## config.mk

```make
export PLATFORM = sky130hd
export DESIGN_NAME = ipv4_l4_header_parser
export DESIGN_NICKNAME = d
export VERILOG_FILES = /design/src/ilh_pkg.sv /design/src/ipv4_l4_header_parser.sv /design/src/ilh_in_reg.sv /design/src/ilh_capture.sv /design/src/ilh_check.sv /design/src/ilh_out_reg.sv
export SDC_FILE = /design/constraint.sdc
export NUM_CORES = 1
export LEC_CHECK = 0
export BUFFER_PORTS_ARGS = -buffer_cell sky130_fd_sc_hd__buf_4
export CORE_ASPECT_RATIO = 1.75
export CORE_MARGIN = 2
export CORE_UTILIZATION = 35
export CTS_BUF_LIST = sky130_fd_sc_hd__clkbuf_8
export DETAILED_ROUTE_END_ITERATION = 8
export HOLD_SLACK_MARGIN = 0.03
export PLACE_DENSITY = 0.59
export RECOVER_POWER = 100
export SLEW_MARGIN = 20
export SYNTH_ARGS = -nofsm -noshare
export SYNTH_HDL_FRONTEND = slang
export SYNTH_HIERARCHICAL = 1
export SYNTH_SLANG_ARGS = --single-unit
```

## constraint.sdc

```tcl
create_clock -name clock -period 9.5 [get_ports clock]
set_clock_uncertainty 0.1 [all_clocks]
set_input_delay 1.9 -clock clock [delete_from_list [all_inputs] [get_ports clock]]
set_output_delay 1.9 -clock clock [all_outputs]
set_load 0.1 [all_outputs]
```

## src/ilh_pkg.sv

```systemverilog
// ----------------------------------------------------------------------------
// ilh_pkg
// Shared types and constants for the IPv4 / L4 header parser.
// ----------------------------------------------------------------------------
package ilh_pkg;

   localparam logic [1:0]  LINK_ETHERNET = 2'd0;
   localparam logic [1:0]  LINK_COOKED   = 2'd1;

   localparam logic [15:0] VLAN_TPID     = 16'h8100;
   localparam logic [15:0] ETH_TYPE_IPV4 = 16'h0800;
   localparam logic [15:0] FRAG_OFF_MASK = 16'h1FFF;
   localparam logic [15:0] FRAG_MF_MASK  = 16'h2000;
   localparam logic [3:0]  IP_VERSION_4  = 4'd4;

   localparam logic [7:0]  PROTO_ICMP    = 8'd1;
   localparam logic [7:0]  PROTO_TCP     = 8'd6;
   localparam logic [7:0]  PROTO_UDP     = 8'd17;

   localparam logic [7:0]  COUNT_MAX     = 8'hFF;

   localparam logic [8:0]  ETH_HDR_BYTES    = 9'd14;
   localparam logic [8:0]  VLAN_HDR_BYTES   = 9'd18;
   localparam logic [8:0]  COOKED_HDR_BYTES = 9'd16;
   localparam logic [5:0]  MIN_HDR_BYTES    = 6'd20;
   localparam logic [5:0]  UDP_HDR_BYTES    = 6'd8;

   localparam logic [2:0]  STATUS_PRE_IP = 3'd0;
   localparam logic [2:0]  STATUS_L4_REJ = 3'd1;
   localparam logic [2:0]  STATUS_TCP    = 3'd2;
   localparam logic [2:0]  STATUS_UDP    = 3'd3;
   localparam logic [2:0]  STATUS_ICMP   = 3'd4;
   localparam logic [2:0]  STATUS_OTHER  = 3'd5;

   typedef struct packed {
      logic [7:0] data;
      logic       last;
   } in_word_type;

   typedef struct packed {
      logic [7:0]  byte_count;
      logic [15:0] type_word;
      logic        vlan_seen;
      logic [7:0]  version_ihl;
      logic [15:0] total_length;
      logic [15:0] frag_word;
      logic [7:0]  proto;
      logic [63:0] addr_pair;
      logic [31:0] ports;
      logic [3:0]  tcp_offset;
      logic [23:0] window_flags;
   } frame_state_type;

   // Highest member first so that status lands in the lowest bits.
   typedef struct packed {
      logic [15:0] payload_bytes;
      logic [23:0] window_and_flags;
      logic [5:0]  l4_hdr_bytes;
      logic [31:0] port_pair;
      logic [31:0] dest_addr;
      logic [31:0] source_addr;
      logic [15:0] ip_length;
      logic [5:0]  ip_hdr_bytes;
      logic        fragment_flag;
      logic [7:0]  ip_protocol;
      logic [15:0] ether_type;
      logic [2:0]  status;
   } result_type;

   localparam int RESULT_BITS = $bits(result_type);

endpackage

```

## src/ipv4_l4_header_parser.sv

```systemverilog
// ----------------------------------------------------------------------------
// ipv4_l4_header_parser
// Captured-frame byte stream in, one IPv4 / TCP / UDP header summary out.
// ----------------------------------------------------------------------------
// Takes one frame byte per cycle, with tlast on the final byte, unless a final
// byte waits on a held result. One result word per frame is loaded into the
// result register once the final byte has left the input register, and is
// shown on rsp_tvalid. Every byte passes an input register and updates the
// field-capture registers in the following cycle, which sets the rate of one
// byte per cycle; the end-of-frame checks sit between those registers and the
// result register. Input stalls only while a finished result is held and the
// next final byte is waiting. The link type register is written through
// csr_we / csr_wdata and takes effect from the next byte.
module ipv4_l4_header_parser (
   input  logic         clock,
   input  logic         reset,
   input  logic         csr_we,
   input  logic [1:0]   csr_wdata,    // link_type
   input  logic         req_tvalid,
   output logic         req_tready,
   input  logic [7:0]   req_tdata,    // data_byte
   input  logic         req_tlast,    // last_byte
   output logic         rsp_tvalid,
   input  logic         rsp_tready,
   // status[2:0], ether_type[18:3], ip_protocol[26:19], fragment_flag[27],
   // ip_hdr_bytes[33:28], ip_length[49:34], source_addr[81:50],
   // dest_addr[113:82], port_pair[145:114], l4_hdr_bytes[151:146],
   // window_and_flags[175:152], payload_bytes[191:176]
   output logic [191:0] rsp_tdata
);
   import ilh_pkg::*;

   logic [1:0]      link_type_ff, link_type_in;
   logic            word_valid, advance, out_free;
   in_word_type     word;
   frame_state_type state_upd;
   result_type      result, rsp_view;

   assign link_type_in = csr_we ? csr_wdata : link_type_ff;

   always_ff @(posedge clock) begin
      if (reset) begin
         link_type_ff <= LINK_ETHERNET;
      end else begin
         link_type_ff <= link_type_in;
      end
   end

   assign advance = word_valid && (!word.last || out_free);

   ilh_in_reg u_in_reg (
      .clock      (clock),
      .reset      (reset),
      .req_tvalid (req_tvalid),
      .req_tready (req_tready),
      .req_tdata  (req_tdata),
      .req_tlast  (req_tlast),
      .advance    (advance),
      .word_valid (word_valid),
      .word       (word)
   );

   ilh_capture u_capture (
      .clock     (clock),
      .reset     (reset),
      .link_type (link_type_ff),
      .advance   (advance),
      .word      (word),
      .state_upd (state_upd)
   );

   ilh_check u_check (
      .link_type (link_type_ff),
      .st        (state_upd),
      .res       (result)
   );

   ilh_out_reg u_out_reg (
      .clock      (clock),
      .reset      (reset),
      .load       (advance && word.last),
      .result     (result),
      .free       (out_free),
      .rsp_tvalid (rsp_tvalid),
      .rsp_tready (rsp_tready),
      .rsp_tdata  (rsp_tdata)
   );

   assign rsp_view = result_type'(rsp_tdata);

   a_status_range: assert property (@(posedge clock) disable iff (reset)
      rsp_tvalid |-> rsp_view.status <= STATUS_OTHER)
      else $error("status code out of range");

   a_l4_zero: assert property (@(posedge clock) disable iff (reset)
      (rsp_tvalid && rsp_view.status != STATUS_TCP && rsp_view.status != STATUS_UDP) |->
      (rsp_view.port_pair == 32'd0 && rsp_view.l4_hdr_bytes == 6'd0 &&
       rsp_view.window_and_flags == 24'd0 && rsp_view.payload_bytes == 16'd0))
      else $error("L4 fields set on a frame without an L4 header");

   a_tcp_hdr: assert property (@(posedge clock) disable iff (reset)
      (rsp_tvalid && rsp_view.status == STATUS_TCP) |->
      (rsp_view.l4_hdr_bytes >= MIN_HDR_BYTES && rsp_view.ip_hdr_bytes >= MIN_HDR_BYTES))
      else $error("TCP result with short header length");

   a_stall_cause: assert property (@(posedge clock) disable iff (reset)
      !req_tready |-> (rsp_tvalid && !rsp_tready))
      else $error("input stalled while the result register is free");

endmodule

```

## src/ilh_in_reg.sv

```systemverilog
// ----------------------------------------------------------------------------
// ilh_in_reg
// Input register: holds one accepted frame byte until the capture stage takes it.
// ----------------------------------------------------------------------------
module ilh_in_reg (
   input  logic               clock,
   input  logic               reset,
   input  logic               req_tvalid,
   output logic               req_tready,
   input  logic [7:0]         req_tdata,
   input  logic               req_tlast,
   input  logic               advance,
   output logic               word_valid,
   output ilh_pkg::in_word_type word
);
   import ilh_pkg::*;

   logic        valid_ff, valid_in;
   in_word_type word_ff, word_in;

   assign req_tready = !valid_ff || advance;

   always_comb begin
      valid_in = valid_ff;
      word_in  = word_ff;
      if (req_tvalid && req_tready) begin
         valid_in     = 1'b1;
         word_in.data = req_tdata;
         word_in.last = req_tlast;
      end else if (advance) begin
         valid_in = 1'b0;
      end
   end

   always_ff @(posedge clock) begin
      if (reset) begin
         valid_ff <= 1'b0;
      end else begin
         valid_ff <= valid_in;
      end
      word_ff <= word_in;
   end

   assign word_valid = valid_ff;
   assign word       = word_ff;

endmodule

```

## src/ilh_capture.sv

```systemverilog
// ----------------------------------------------------------------------------
// ilh_capture
// Frame state registers: copy header fields at their offsets, one byte a cycle.
// ----------------------------------------------------------------------------
module ilh_capture (
   input  logic                     clock,
   input  logic                     reset,
   input  logic [1:0]               link_type,
   input  logic                     advance,
   input  ilh_pkg::in_word_type     word,
   output ilh_pkg::frame_state_type state_upd
);
   import ilh_pkg::*;

   frame_state_type state_ff, state_in, upd;
   logic [7:0] idx, b, off, r, s;
   logic [5:0] hl;
   logic       link_ok;

   always_comb begin
      upd     = state_ff;
      idx     = state_ff.byte_count;
      b       = word.data;
      link_ok = 1'b1;
      s       = '0;
      case (link_type)
         LINK_ETHERNET: begin
            if (idx == 8'd12 || idx == 8'd13 ||
                (state_ff.vlan_seen && (idx == 8'd16 || idx == 8'd17))) begin
               upd.type_word = {state_ff.type_word[7:0], b};
            end
            if (idx == 8'd13) begin
               upd.vlan_seen = (upd.type_word == VLAN_TPID);
            end
         end
         LINK_COOKED: begin
            if (idx == 8'd14 || idx == 8'd15) begin
               upd.type_word = {state_ff.type_word[7:0], b};
            end
         end
         default: begin
            link_ok = 1'b0;
         end
      endcase
      if (link_type == LINK_COOKED) begin
         off = COOKED_HDR_BYTES[7:0];
      end else if (upd.vlan_seen) begin
         off = VLAN_HDR_BYTES[7:0];
      end else begin
         off = ETH_HDR_BYTES[7:0];
      end
      r = idx - off;
      if (link_ok && idx >= off) begin
         case (r) inside
            8'd0:           upd.version_ihl  = b;
            8'd2, 8'd3:     upd.total_length = {state_ff.total_length[7:0], b};
            8'd6, 8'd7:     upd.frag_word    = {state_ff.frag_word[7:0], b};
            8'd9:           upd.proto        = b;
            [8'd12:8'd19]:  upd.addr_pair    = {state_ff.addr_pair[55:0], b};
            default: ;
         endcase
      end
      hl = {upd.version_ihl[3:0], 2'b00};
      if (link_ok && idx >= off && hl >= MIN_HDR_BYTES && r >= {2'b00, hl}) begin
         s = r - {2'b00, hl};
         case (s) inside
            [8'd0:8'd3]: upd.ports = {state_ff.ports[23:0], b};
            8'd12:       upd.tcp_offset = b[7:4];
            8'd13:       upd.window_flags[7:0]   = b;
            8'd14:       upd.window_flags[23:16] = b;
            8'd15:       upd.window_flags[15:8]  = b;
            default: ;
         endcase
      end
   end

   always_comb begin
      state_in = state_ff;
      if (advance) begin
         if (word.last) begin
            state_in = '0;
         end else begin
            state_in = upd;
            if (state_ff.byte_count != COUNT_MAX) begin
               state_in.byte_count = state_ff.byte_count + 8'd1;
            end
         end
      end
   end

   always_ff @(posedge clock) begin
      if (reset) begin
         state_ff <= '0;
      end else begin
         state_ff <= state_in;
      end
   end

   assign state_upd = upd;

endmodule

```

## src/ilh_check.sv

```systemverilog
// ----------------------------------------------------------------------------
// ilh_check
// End-of-frame checks: length, ethertype, version, header lengths, L4 header.
// ----------------------------------------------------------------------------
module ilh_check (
   input  logic [1:0]               link_type,
   input  ilh_pkg::frame_state_type st,
   output ilh_pkg::result_type      res
);
   import ilh_pkg::*;

   logic [8:0]  len, off, l4;
   logic [5:0]  hl, tl;
   logic        link_ok, frag;
   logic [16:0] diff;

   always_comb begin
      res  = '0;
      res.status = STATUS_PRE_IP;
      len  = {1'b0, st.byte_count} + 9'd1;
      hl   = {st.version_ihl[3:0], 2'b00};
      tl   = {st.tcp_offset, 2'b00};
      frag = ((st.frag_word & FRAG_OFF_MASK) != 16'd0) ||
             ((st.frag_word & FRAG_MF_MASK) != 16'd0);
      diff = '0;
      case (link_type)
         LINK_ETHERNET: begin
            link_ok = (len >= ETH_HDR_BYTES) && !(st.vlan_seen && len < VLAN_HDR_BYTES);
            off     = st.vlan_seen ? VLAN_HDR_BYTES : ETH_HDR_BYTES;
         end
         LINK_COOKED: begin
            link_ok = (len >= COOKED_HDR_BYTES);
            off     = COOKED_HDR_BYTES;
         end
         default: begin
            link_ok = 1'b0;
            off     = ETH_HDR_BYTES;
         end
      endcase
      l4 = off + {3'b000, hl};
      if (link_ok) begin
         res.ether_type = st.type_word;
         if (st.type_word == ETH_TYPE_IPV4 && len >= off + {3'b000, MIN_HDR_BYTES} &&
             st.version_ihl[7:4] == IP_VERSION_4 && hl >= MIN_HDR_BYTES &&
             len >= l4 && st.total_length >= {10'd0, hl}) begin
            res.ip_protocol   = st.proto;
            res.fragment_flag = frag;
            res.ip_hdr_bytes  = hl;
            res.ip_length     = st.total_length;
            res.source_addr   = st.addr_pair[63:32];
            res.dest_addr     = st.addr_pair[31:0];
            if (st.proto == PROTO_TCP && !frag) begin
               res.status = STATUS_L4_REJ;
               if (len >= l4 + {3'b000, MIN_HDR_BYTES} && tl >= MIN_HDR_BYTES &&
                   len >= l4 + {3'b000, tl}) begin
                  diff = {1'b0, st.total_length} - {11'd0, hl} - {11'd0, tl};
                  res.status           = STATUS_TCP;
                  res.port_pair        = st.ports;
                  res.l4_hdr_bytes     = tl;
                  res.window_and_flags = st.window_flags;
                  res.payload_bytes    = diff[16] ? 16'd0 : diff[15:0];
               end
            end else if (st.proto == PROTO_UDP && !frag) begin
               res.status = STATUS_L4_REJ;
               if (len >= l4 + {3'b000, UDP_HDR_BYTES}) begin
                  diff = {1'b0, st.total_length} - {11'd0, hl} - {11'd0, UDP_HDR_BYTES};
                  res.status        = STATUS_UDP;
                  res.port_pair     = st.ports;
                  res.l4_hdr_bytes  = UDP_HDR_BYTES;
                  res.payload_bytes = diff[16] ? 16'd0 : diff[15:0];
               end
            end else if (st.proto == PROTO_ICMP) begin
               res.status = STATUS_ICMP;
            end else begin
               res.status = STATUS_OTHER;
            end
         end
      end
   end

endmodule

```

## src/ilh_out_reg.sv

```systemverilog
// ----------------------------------------------------------------------------
// ilh_out_reg
// Result register: holds one result word until the downstream side takes it.
// ----------------------------------------------------------------------------
module ilh_out_reg (
   input  logic                          clock,
   input  logic                          reset,
   input  logic                          load,
   input  ilh_pkg::result_type           result,
   output logic                          free,
   output logic                          rsp_tvalid,
   input  logic                          rsp_tready,
   output logic [ilh_pkg::RESULT_BITS-1:0] rsp_tdata
);
   import ilh_pkg::*;

   logic       valid_ff, valid_in;
   result_type result_ff, result_in;

   assign free = !valid_ff || rsp_tready;

   always_comb begin
      valid_in  = valid_ff;
      result_in = result_ff;
      if (load) begin
         valid_in  = 1'b1;
         result_in = result;
      end else if (rsp_tready) begin
         valid_in = 1'b0;
      end
   end

   always_ff @(posedge clock) begin
      if (reset) begin
         valid_ff <= 1'b0;
      end else begin
         valid_ff <= valid_in;
      end
      result_ff <= result_in;
   end

   assign rsp_tvalid = valid_ff;
   assign rsp_tdata  = result_ff;

endmodule

```

* Yosys cells after proc, flatten, opt, wreduce, memory -nomap -nowiden
Cells that the tools add are included.
** Word-level totals
- Register bits :: 400
- Input bits :: 16
- Output and inout bits :: 194
** Operators by class
- Add/subtract/negate cells :: 12
- $lt $le $gt $ge :: 17
- Equality and inequality tests :: 23
- Mux-type cells :: 64
- Reductions and logical operators :: 45
** Operators with widths (number)
- $mux W64 :: 5
- $mux W16 :: 13
- $mux W197 :: 1
- $mux W8 :: 19
- $mux W112 :: 1
- $mux W78 :: 1
- $mux W38 :: 2
- $eq A8 B4 Y1 const B :: 9
- $mux W60 :: 1
- $ge A9 B9 Y1 :: 5
- $mux W36 :: 1
- $mux W32 :: 1
- $pmux W16 S2 :: 1
- $eq A8 B3 Y1 const B :: 3
- $eq A8 B5 Y1 const B :: 3
- $logic_and A1 B1 Y1 :: 20
- $add A9 B5 Y9 const B :: 2
- $add A9 B6 Y9 :: 2
- $sub A16 B6 Y17 :: 1
- $sub A17 B4 Y17 const B :: 1
- $sub A17 B6 Y17 :: 1
- $eq A16 B12 Y1 const B :: 1
- $eq A16 B16 Y1 const B :: 1
- $eq A8 B2 Y1 const B :: 2
- 36 further kinds :: 64

* Logic depth before layout (Yosys ltp)
Gate-level depths: netlist (run 1).
- Depth in word-level cells :: 33
- Gate-level depth with buffers :: 43

* By module
The synthesis (run 1) kept the hierarchy.
** By module, submodules not included
- ilh_capture :: times used 1, cells an instance 1095, area an instance 10380.0 um2, seq. area each 3943.8 um2
- ilh_out_reg :: times used 1, cells an instance 196, area an instance 5811.8 um2, seq. area each 5785.5 um2
- ilh_check :: times used 1, cells an instance 579, area an instance 3981.3 um2, seq. area each 0.0 um2
- ilh_in_reg :: times used 1, cells an instance 14, area an instance 325.3 um2, seq. area each 290.3 um2
- ipv4_l4_header_parser :: times used 1, cells an instance 9, area an instance 85.1 um2, seq. area each 40.0 um2

* Worst setup path after synthesis (run 1)
Ideal clock, no wire load.
- Path type :: reg-to-reg
- Start point :: register u_capture.state_ff (netlist bit u_capture/idx[0])
- End point :: register u_out_reg.result_ff (netlist bit u_out_reg/rsp_tdata[189]), data pin
- Arrival time :: 9193 ps
- Slack :: -50 ps
- Stages on the path, launching flop included :: 40
- Path buffers :: 3
- Period minus slack after synthesis :: 9550 ps
- Cells stage by stage :: dfxtp_1 buf_2 inv_1 ha_1 o221ai_1 o21ai_0 a22o_1 a21oi_1 inv_1 fa_1 a21o_1 a2111oi_2 a21o_1 o211a_2 and4b_1 buf_2 mux2_2 ha_1 [4 not listed] o2111ai_4 nor3_2 mux2_2 ha_1 fa_1 a21o_1 a21oi_1 xnor2_1 ha_1 a211o_1 o221ai_1 a21oi_1 o22ai_1 a211oi_2 buf_6 nor2_2 o211ai_1 a32o_1
** RTL lines
- start, declared :: line ilh_capture.sv:15 : frame_state_type state_ff, state_in, upd;
- start signal, assigned :: line ilh_capture.sv:95 : state_ff <= state_in;
- end signal, assigned :: line ilh_out_reg.sv:39 : result_ff <= result_in;
- end, declared :: line ilh_out_reg.sv:18 : result_type result_ff, result_in;

==> flow_summary.ini, run 1 <==
[setup_path]
cp.arrival_ns = 9.53
crit_cells = 40
required_ns = 9.83
cpMostUsedCell = buf_4
cp_max_fo = 8
critPathLaunchType = flop
cp_num_buf_inv = 6
critPathSlowestCell = or4_1
worstRegToRegCells = 40
path_class = flop to flop
max_stage_delay_ns = 0.55
crit_path_end_kind = flop
critPathTopFamily = compound AO/OA/AOI/OAI gates

[global_route]
gr-total-overflow = 0
track_usage_pct = 18.05
grt_max_degree = 129
antenna_found_initial = 2
grt_pass1_vias = 15420
grt_pass1_wl_um = 86640

[power_and_ir_drop]
switching_power_mw = 1.133
switching_share_pct = 29.89
power_frac_comb_pct = 12.2
power.clock.fraction_pct = 38.3
p_int_mw = 2.657
seqPwrFrac_pct = 49.4
power_mw = 3.790
p_leak_nw = 8.782
vdd_drop_max_v = 0.0001140
power_density_mw_per_mm2 = 161.3

[routing]
drc_errors = 0
routed_wl_um = 56520
post_drt_via_cell_ratio = 5.158
avgRoutedWirePerCell_um = 19.41
via_count = 15020
drtAntennaViolNets = 0
first_pass_iters = 6
drtIter0Drc = 890

[finish]
area_growth_pct = 14.64
final_core_util_pct = 40.43
fin_cells = 2912
fin_nets = 2167
nFillCells = 5789
drive_above_1_share_pct = 19.04

[sta]
setup_ws_ns = 0.2959
slew_viol_final = 505
min_period_ns = 9.204
fin_setup_tns_ns = 0
relSlewSlack_pct = -156.6
timing.fmax_ghz = 0.1086
fin_crit_sh_pct = 96.88
hold_viol = 0
worst_slew_pin_slew_ns = 3.849
setup_viol_count_final = 0

[clock_network]
h-tree-depth = 2
cts_tree = yes
ctsRootBufferMaster = clkbuf_8
cts.clk_slew.worst_paths_ns = 0.06
clk_latency_ns = 0.68
clkSinkCount = 400
clockBufferDepth = 3
cts_hold_buffers = 0
cts_buffers = 59

[hold_path]
min_path_type = flop to flop
min_path_cells = 1

[placement]
dpl_worst_slack_ns = 0.007649
place_congestion = 0.8834
dp_hpwl_um = 38530
portBuffers = 209
dp.cells = 2792

[synth]
synthesis.instances = 1885
syn_avg_cell_area_sq_um = 10.87
yosys_warnings = 6
netlist_area_sq_mm = 0.02050

[die]
ioPinCount = 210
die_area_sq_mm = 0.06059
placementRows = 117
fp.dieW_um = 186.9
initial_core_util_pct = 35.27
die_h_um = 324.1
design.core.area_sq_mm = 0.05812

[run_status]
violations = max-capacitance violations, max-slew violations
status = complete, but fails checks

[job]
maxCapViolations = 8
## metal layers
metal  global-route usage [%]  wire length [um]  vias to the layer above
met5                        0                 0                        -
met4                    9.030              2522                        0
met3                    2.196              1867                      136
met2                    34.18             29930                      371
met1                    19.77             22190                     7311
li1                         -                 -                     7201
## flip-flops by register name, indices dropped and copies added, names as in the netlist
register              cells
u_in_reg/word_valid       1
link_type_ff              2
u_capture/state_ff      187
u_in_reg/word             9
u_out_reg/rsp_tvalid      1
u_out_reg/rsp_tdata     192
u_capture/idx             8
## final timing paths
check	startpoint	end	slack (ns)
setup / recovery	u_capture/idx[6]	u_out_reg/rsp_tdata[191]	0.30
setup reg to reg	u_capture/idx[6]	u_out_reg/rsp_tdata[191]	0.30
hold reg to reg	u_capture/state_ff[10]	u_capture/state_ff[10]	0.37
hold / removal	u_capture/state_ff[10]	u_capture/state_ff[10]	0.37
## final cells by class
| type | instances | area [sq um] | area share, % |
|---|---|---|---|
| multi-input combinational | 1297 | 9743 | 41.46 |
| tap | 773 | 967.2 | 4.116 |
| antenna | 1 | 2.502 | 0.01065 |
| timing repair buffer | 276 | 1338 | 5.692 |
| sequential | 400 | 10020 | 42.66 |
| clock inverter | 45 | 302.8 | 1.289 |
| inverter | 53 | 198.9 | 0.8466 |
| clock buffer | 67 | 922.1 | 3.924 |
## repair_timing
item | in CTS | in global routing
endpoints found under the setup margin | 0 | 77
setup buffers | 0 | 5
gates resized for setup | 0 | 26
## stage by stage
step,area (sq um),hold WS (ns)
6_report,23500,0.3724
5_1_grt,23500,0.3941
4_1_cts,24120,0.3751
3_5_place_dp,22890,0.3524
3_3_place_gp,22890,0.3490
2_1_floorplan,20520,0.3352
## placed cells by master, fill, tap and decap left out, drive strengths merged, types with 32 or more instances in the layout
| cell | count |
|---|---|
| inv | 75 |
| nor2 | 166 |
| clkbuf | 278 |
| a32oi | 33 |
| dfxtp | 199 |
| and2 | 154 |
| nor2b | 97 |
| a21oi | 113 |
| o21ai | 45 |
| edfxtp | 201 |
| ha | 58 |
| buf | 65 |
| and3 | 45 |
| mux2 | 187 |
| nand2 | 32 |
| a22o | 61 |
| nand2b | 35 |
## power by group through the flow
| stage | Sequential (mW) | Clock (mW) | Combinational, mW |
|---|---|---|---|
| after floorplan | 2.20 | 0 | 0.0925 |
| after global placement | 1.91 | 0 | 0.500 |
| after detailed placement | 1.91 | 0 | 0.503 |
| after CTS | 1.87 | 1.50 | 0.503 |
| after global routing | 1.88 | 1.57 | 0.480 |
| final | 1.87 | 1.45 | 0.463 |
## worst register-to-register path: cells and delay by family (launching register included)
kind | cells | cell delay, ns
AOI/OAI and AO/OA | 18 | 3.32
muxes | 2 | 0.73
buffers and inverters | 6 | 0.90
DFF | 1 | 0.33
adders and majority gates | 5 | 1.43
and+or+nand+nor | 8 | 2.07
xor gates and xnor gates | 1 | 0.10
Note: power is estimated with default switching activity, not from simulation.
==> run 2, diff against run 1 <==
--- a/config.mk
+++ b/config.mk
@@ -8,11 +8,11 @@
 export BUFFER_PORTS_ARGS = -buffer_cell sky130_fd_sc_hd__buf_4
 export CORE_ASPECT_RATIO = 1.75
 export CORE_MARGIN = 2
-export CORE_UTILIZATION = 35
+export CORE_UTILIZATION = 47
 export CTS_BUF_LIST = sky130_fd_sc_hd__clkbuf_8
 export DETAILED_ROUTE_END_ITERATION = 8
 export HOLD_SLACK_MARGIN = 0.03
-export PLACE_DENSITY = 0.59
+export PLACE_DENSITY = 0.73
 export RECOVER_POWER = 100
 export SLEW_MARGIN = 20
 export SYNTH_ARGS = -nofsm -noshare
==> run 2 against run 1 <==
- the flow still finishes with violations (max-capacitance violations, max-slew violations)
- sequential power barely moved
- clock power decreased by 8%
- register-to-register slack gained 0.11 ns
- hold slack better by 0.0054 ns
- non-clock buffer count fell by 5
- setup slack better by 0.11 ns
- die area is 25% lower
- global-route usage rose by 4.2 points
- final cell count decreased by 7.5%
- utilization grew 13 points
- wire length shrank 7.6%
- sequential cell count unchanged
==> flow_summary.ini, run 2 (synthesis results as in run 1) <==
[global_route]
grt_pass1_vias = 14960
antenna_found_initial = 2
gr-total-overflow = 0
grt_max_degree = 79
track_usage_pct = 22.25
grt_pass1_wl_um = 80500

[die]
initial_core_util_pct = 47.42
placementRows = 101
die_h_um = 280.3
ioPinCount = 210
fp.dieW_um = 161.9
die_area_sq_mm = 0.04536
design.core.area_sq_mm = 0.04322

[setup_path]
worstRegToRegCells = 38
critPathLaunchType = flop
r2r_end = u_out_reg/rsp_tdata[191]
critPathSlowestCell = or4_4
crit_path_end_kind = flop
cp.arrival_ns = 9.36
cp_max_fo = 10
path_class = flop to flop
required_ns = 9.76
rr_startpoint = u_capture/idx[6]
max_stage_delay_ns = 0.55
r2r_slack_ns = 0.40

[power_and_ir_drop]
vdd_drop_max_v = 0.00009263
p_int_mw = 2.585
power_mw = 3.664
seqPwrFrac_pct = 51.1
switching_share_pct = 29.45
power.clock.fraction_pct = 36.4
switching_power_mw = 1.079
power_frac_comb_pct = 12.5
power_density_mw_per_mm2 = 159.1
p_leak_nw = 8.678

[sta]
slew_viol_final = 554
setup_viol_count_final = 0
fin_setup_tns_ns = 0
worst_slew_pin_slew_ns = 4.210
timing.fmax_ghz = 0.1099
relSlewSlack_pct = -180.7
fin_crit_sh_pct = 95.78
min_period_ns = 9.099
hold_viol = 0

[clock_network]
h-tree-depth = 2
cts.clk_slew.worst_paths_ns = 0.07
clkSinkCount = 400
cts_buffers = 56
cts_tree = yes
ctsRootBufferMaster = clkbuf_8
clk_latency_ns = 0.61
clockBufferDepth = 3

[run_status]
status = complete, but fails checks
violations = max-capacitance violations, max-slew violations

[hold_path]
min_to = u_capture/state_ff[138]
worstHoldStart = u_capture/state_ff[138]
min_path_type = flop to flop
min_path_cells = 2

[routing]
drtIter0Drc = 1035
via_count = 14990
drc_errors = 0
avgRoutedWirePerCell_um = 19.39
routed_wl_um = 52220
post_drt_via_cell_ratio = 5.567
first_pass_iters = 5
drtAntennaViolNets = 0

[finish]
largest_reg_flops = 192
final_common_cell = clkbuf_1
final_cell_mix = 210 x clkbuf_1, 201 x edfxtp_1, 198 x dfxtp_1
area_growth_pct = 12.35
fin_cells = 2693
fin_nets = 2159
drive_above_1_share_pct = 18.11

[placement]
dp_hpwl_um = 36020
place_congestion = 0.8777
portBuffers = 209
dp.cells = 2577

[job]
maxCapViolations = 10
run 2: cell count changes in the layout (fill, tap and decap cells not counted), sizes merged:
cell,before,now
buf,65,57
clkinv,17,22
inv,75,71
clkbuf,278,276
clkinvlp,2,0
bufinv,4,3
run 2: repair_timing:
item | 4_1_cts | 5_1_grt
gates resized for setup | 1 | 21
pin swaps | 0 | 4
endpoints found under the setup margin | 5 | 78
buffers inserted | 0 | 9
hold buffers | 0 | 0
run 2: layout make-up:
| cell class | instances | area [sq um] |
|---|---|---|
| Multi-Input combinational cell | 1297 | 9711 |
| Sequential cell | 400 | 10020 |
| Antenna cell | 1 | 2.502 |
| Fill cell | 3976 | 20190 |
| Inverter | 53 | 198.9 |
| Clock inverter | 43 | 270.3 |
| Tap cell | 566 | 708.2 |
| Clock buffer | 62 | 853.3 |
| Timing Repair Buffer | 271 | 1262 |
run 2: critical path, delay by kind of cell, from the launching register on:
| kind | cells | cell delay (ns) |
|---|---|---|
| compound gates | 18 | 3.32 |
| fa+ha+maj | 6 | 1.96 |
| simple gates | 7 | 1.77 |
| mux | 2 | 0.72 |
| buf+inv | 4 | 0.53 |
| flops | 1 | 0.34 |
| xor+xnor | 1 | 0.08 |
run 2: layer usage:
metal	vias to the layer above	global-route usage (%)	routed length (um)	share of wire, %
li1	7164	-	-	-
met1	7279	24.99	19860	38
met2	411	42.04	27920	53
met3	137	2.676	2238	4.3
met4	2	9.167	2188	4.2
met5	-	0	13	0.025
run 2: through the flow:
| stage | instance area, sq um | util, % | setup slack (ns) | hold WS (ns) |
|---|---|---|---|---|
| floorplan | 20520 | - | 0.04181 | 0.3352 |
| global placement | 22550 | 52.18 | 0.1501 | 0.3504 |
| detailed placement | 22550 | 52.18 | -0.1304 | 0.3524 |
| CTS | 23680 | 54.79 | 0.04455 | 0.3703 |
| global route | 23030 | 53.28 | -0.05539 | 0.3882 |
| finish | 23030 | 53.28 | 0.4010 | 0.3777 |
run 2: how the worst max path moves through the flow:
stage	slack (ns)	to	start
6_report	0.40	u_out_reg/rsp_tdata[191]	u_capture/idx[6]
2_1_floorplan	0.04	u_out_reg/rsp_tdata[189]	u_capture/idx[0]
5_1_grt	-0.06	u_out_reg/rsp_tdata[191]	u_capture/idx[6]
3_3_place_gp	0.15	u_out_reg/rsp_tdata[191]	u_capture/idx[7]
3_5_place_dp	-0.13	u_out_reg/rsp_tdata[191]	u_capture/idx[7]
4_1_cts	0.04	u_out_reg/rsp_tdata[188]	u_capture/idx[7]
run 2: power groups by stage:
stage	clock network (mW)	registers [mW]	logic (mW)
finish	1.33	1.87	0.458
global route	1.44	1.87	0.474
CTS	1.37	1.87	0.497
detailed placement	0	1.91	0.496
global placement	0	1.91	0.493
floorplan	0	2.20	0.0925
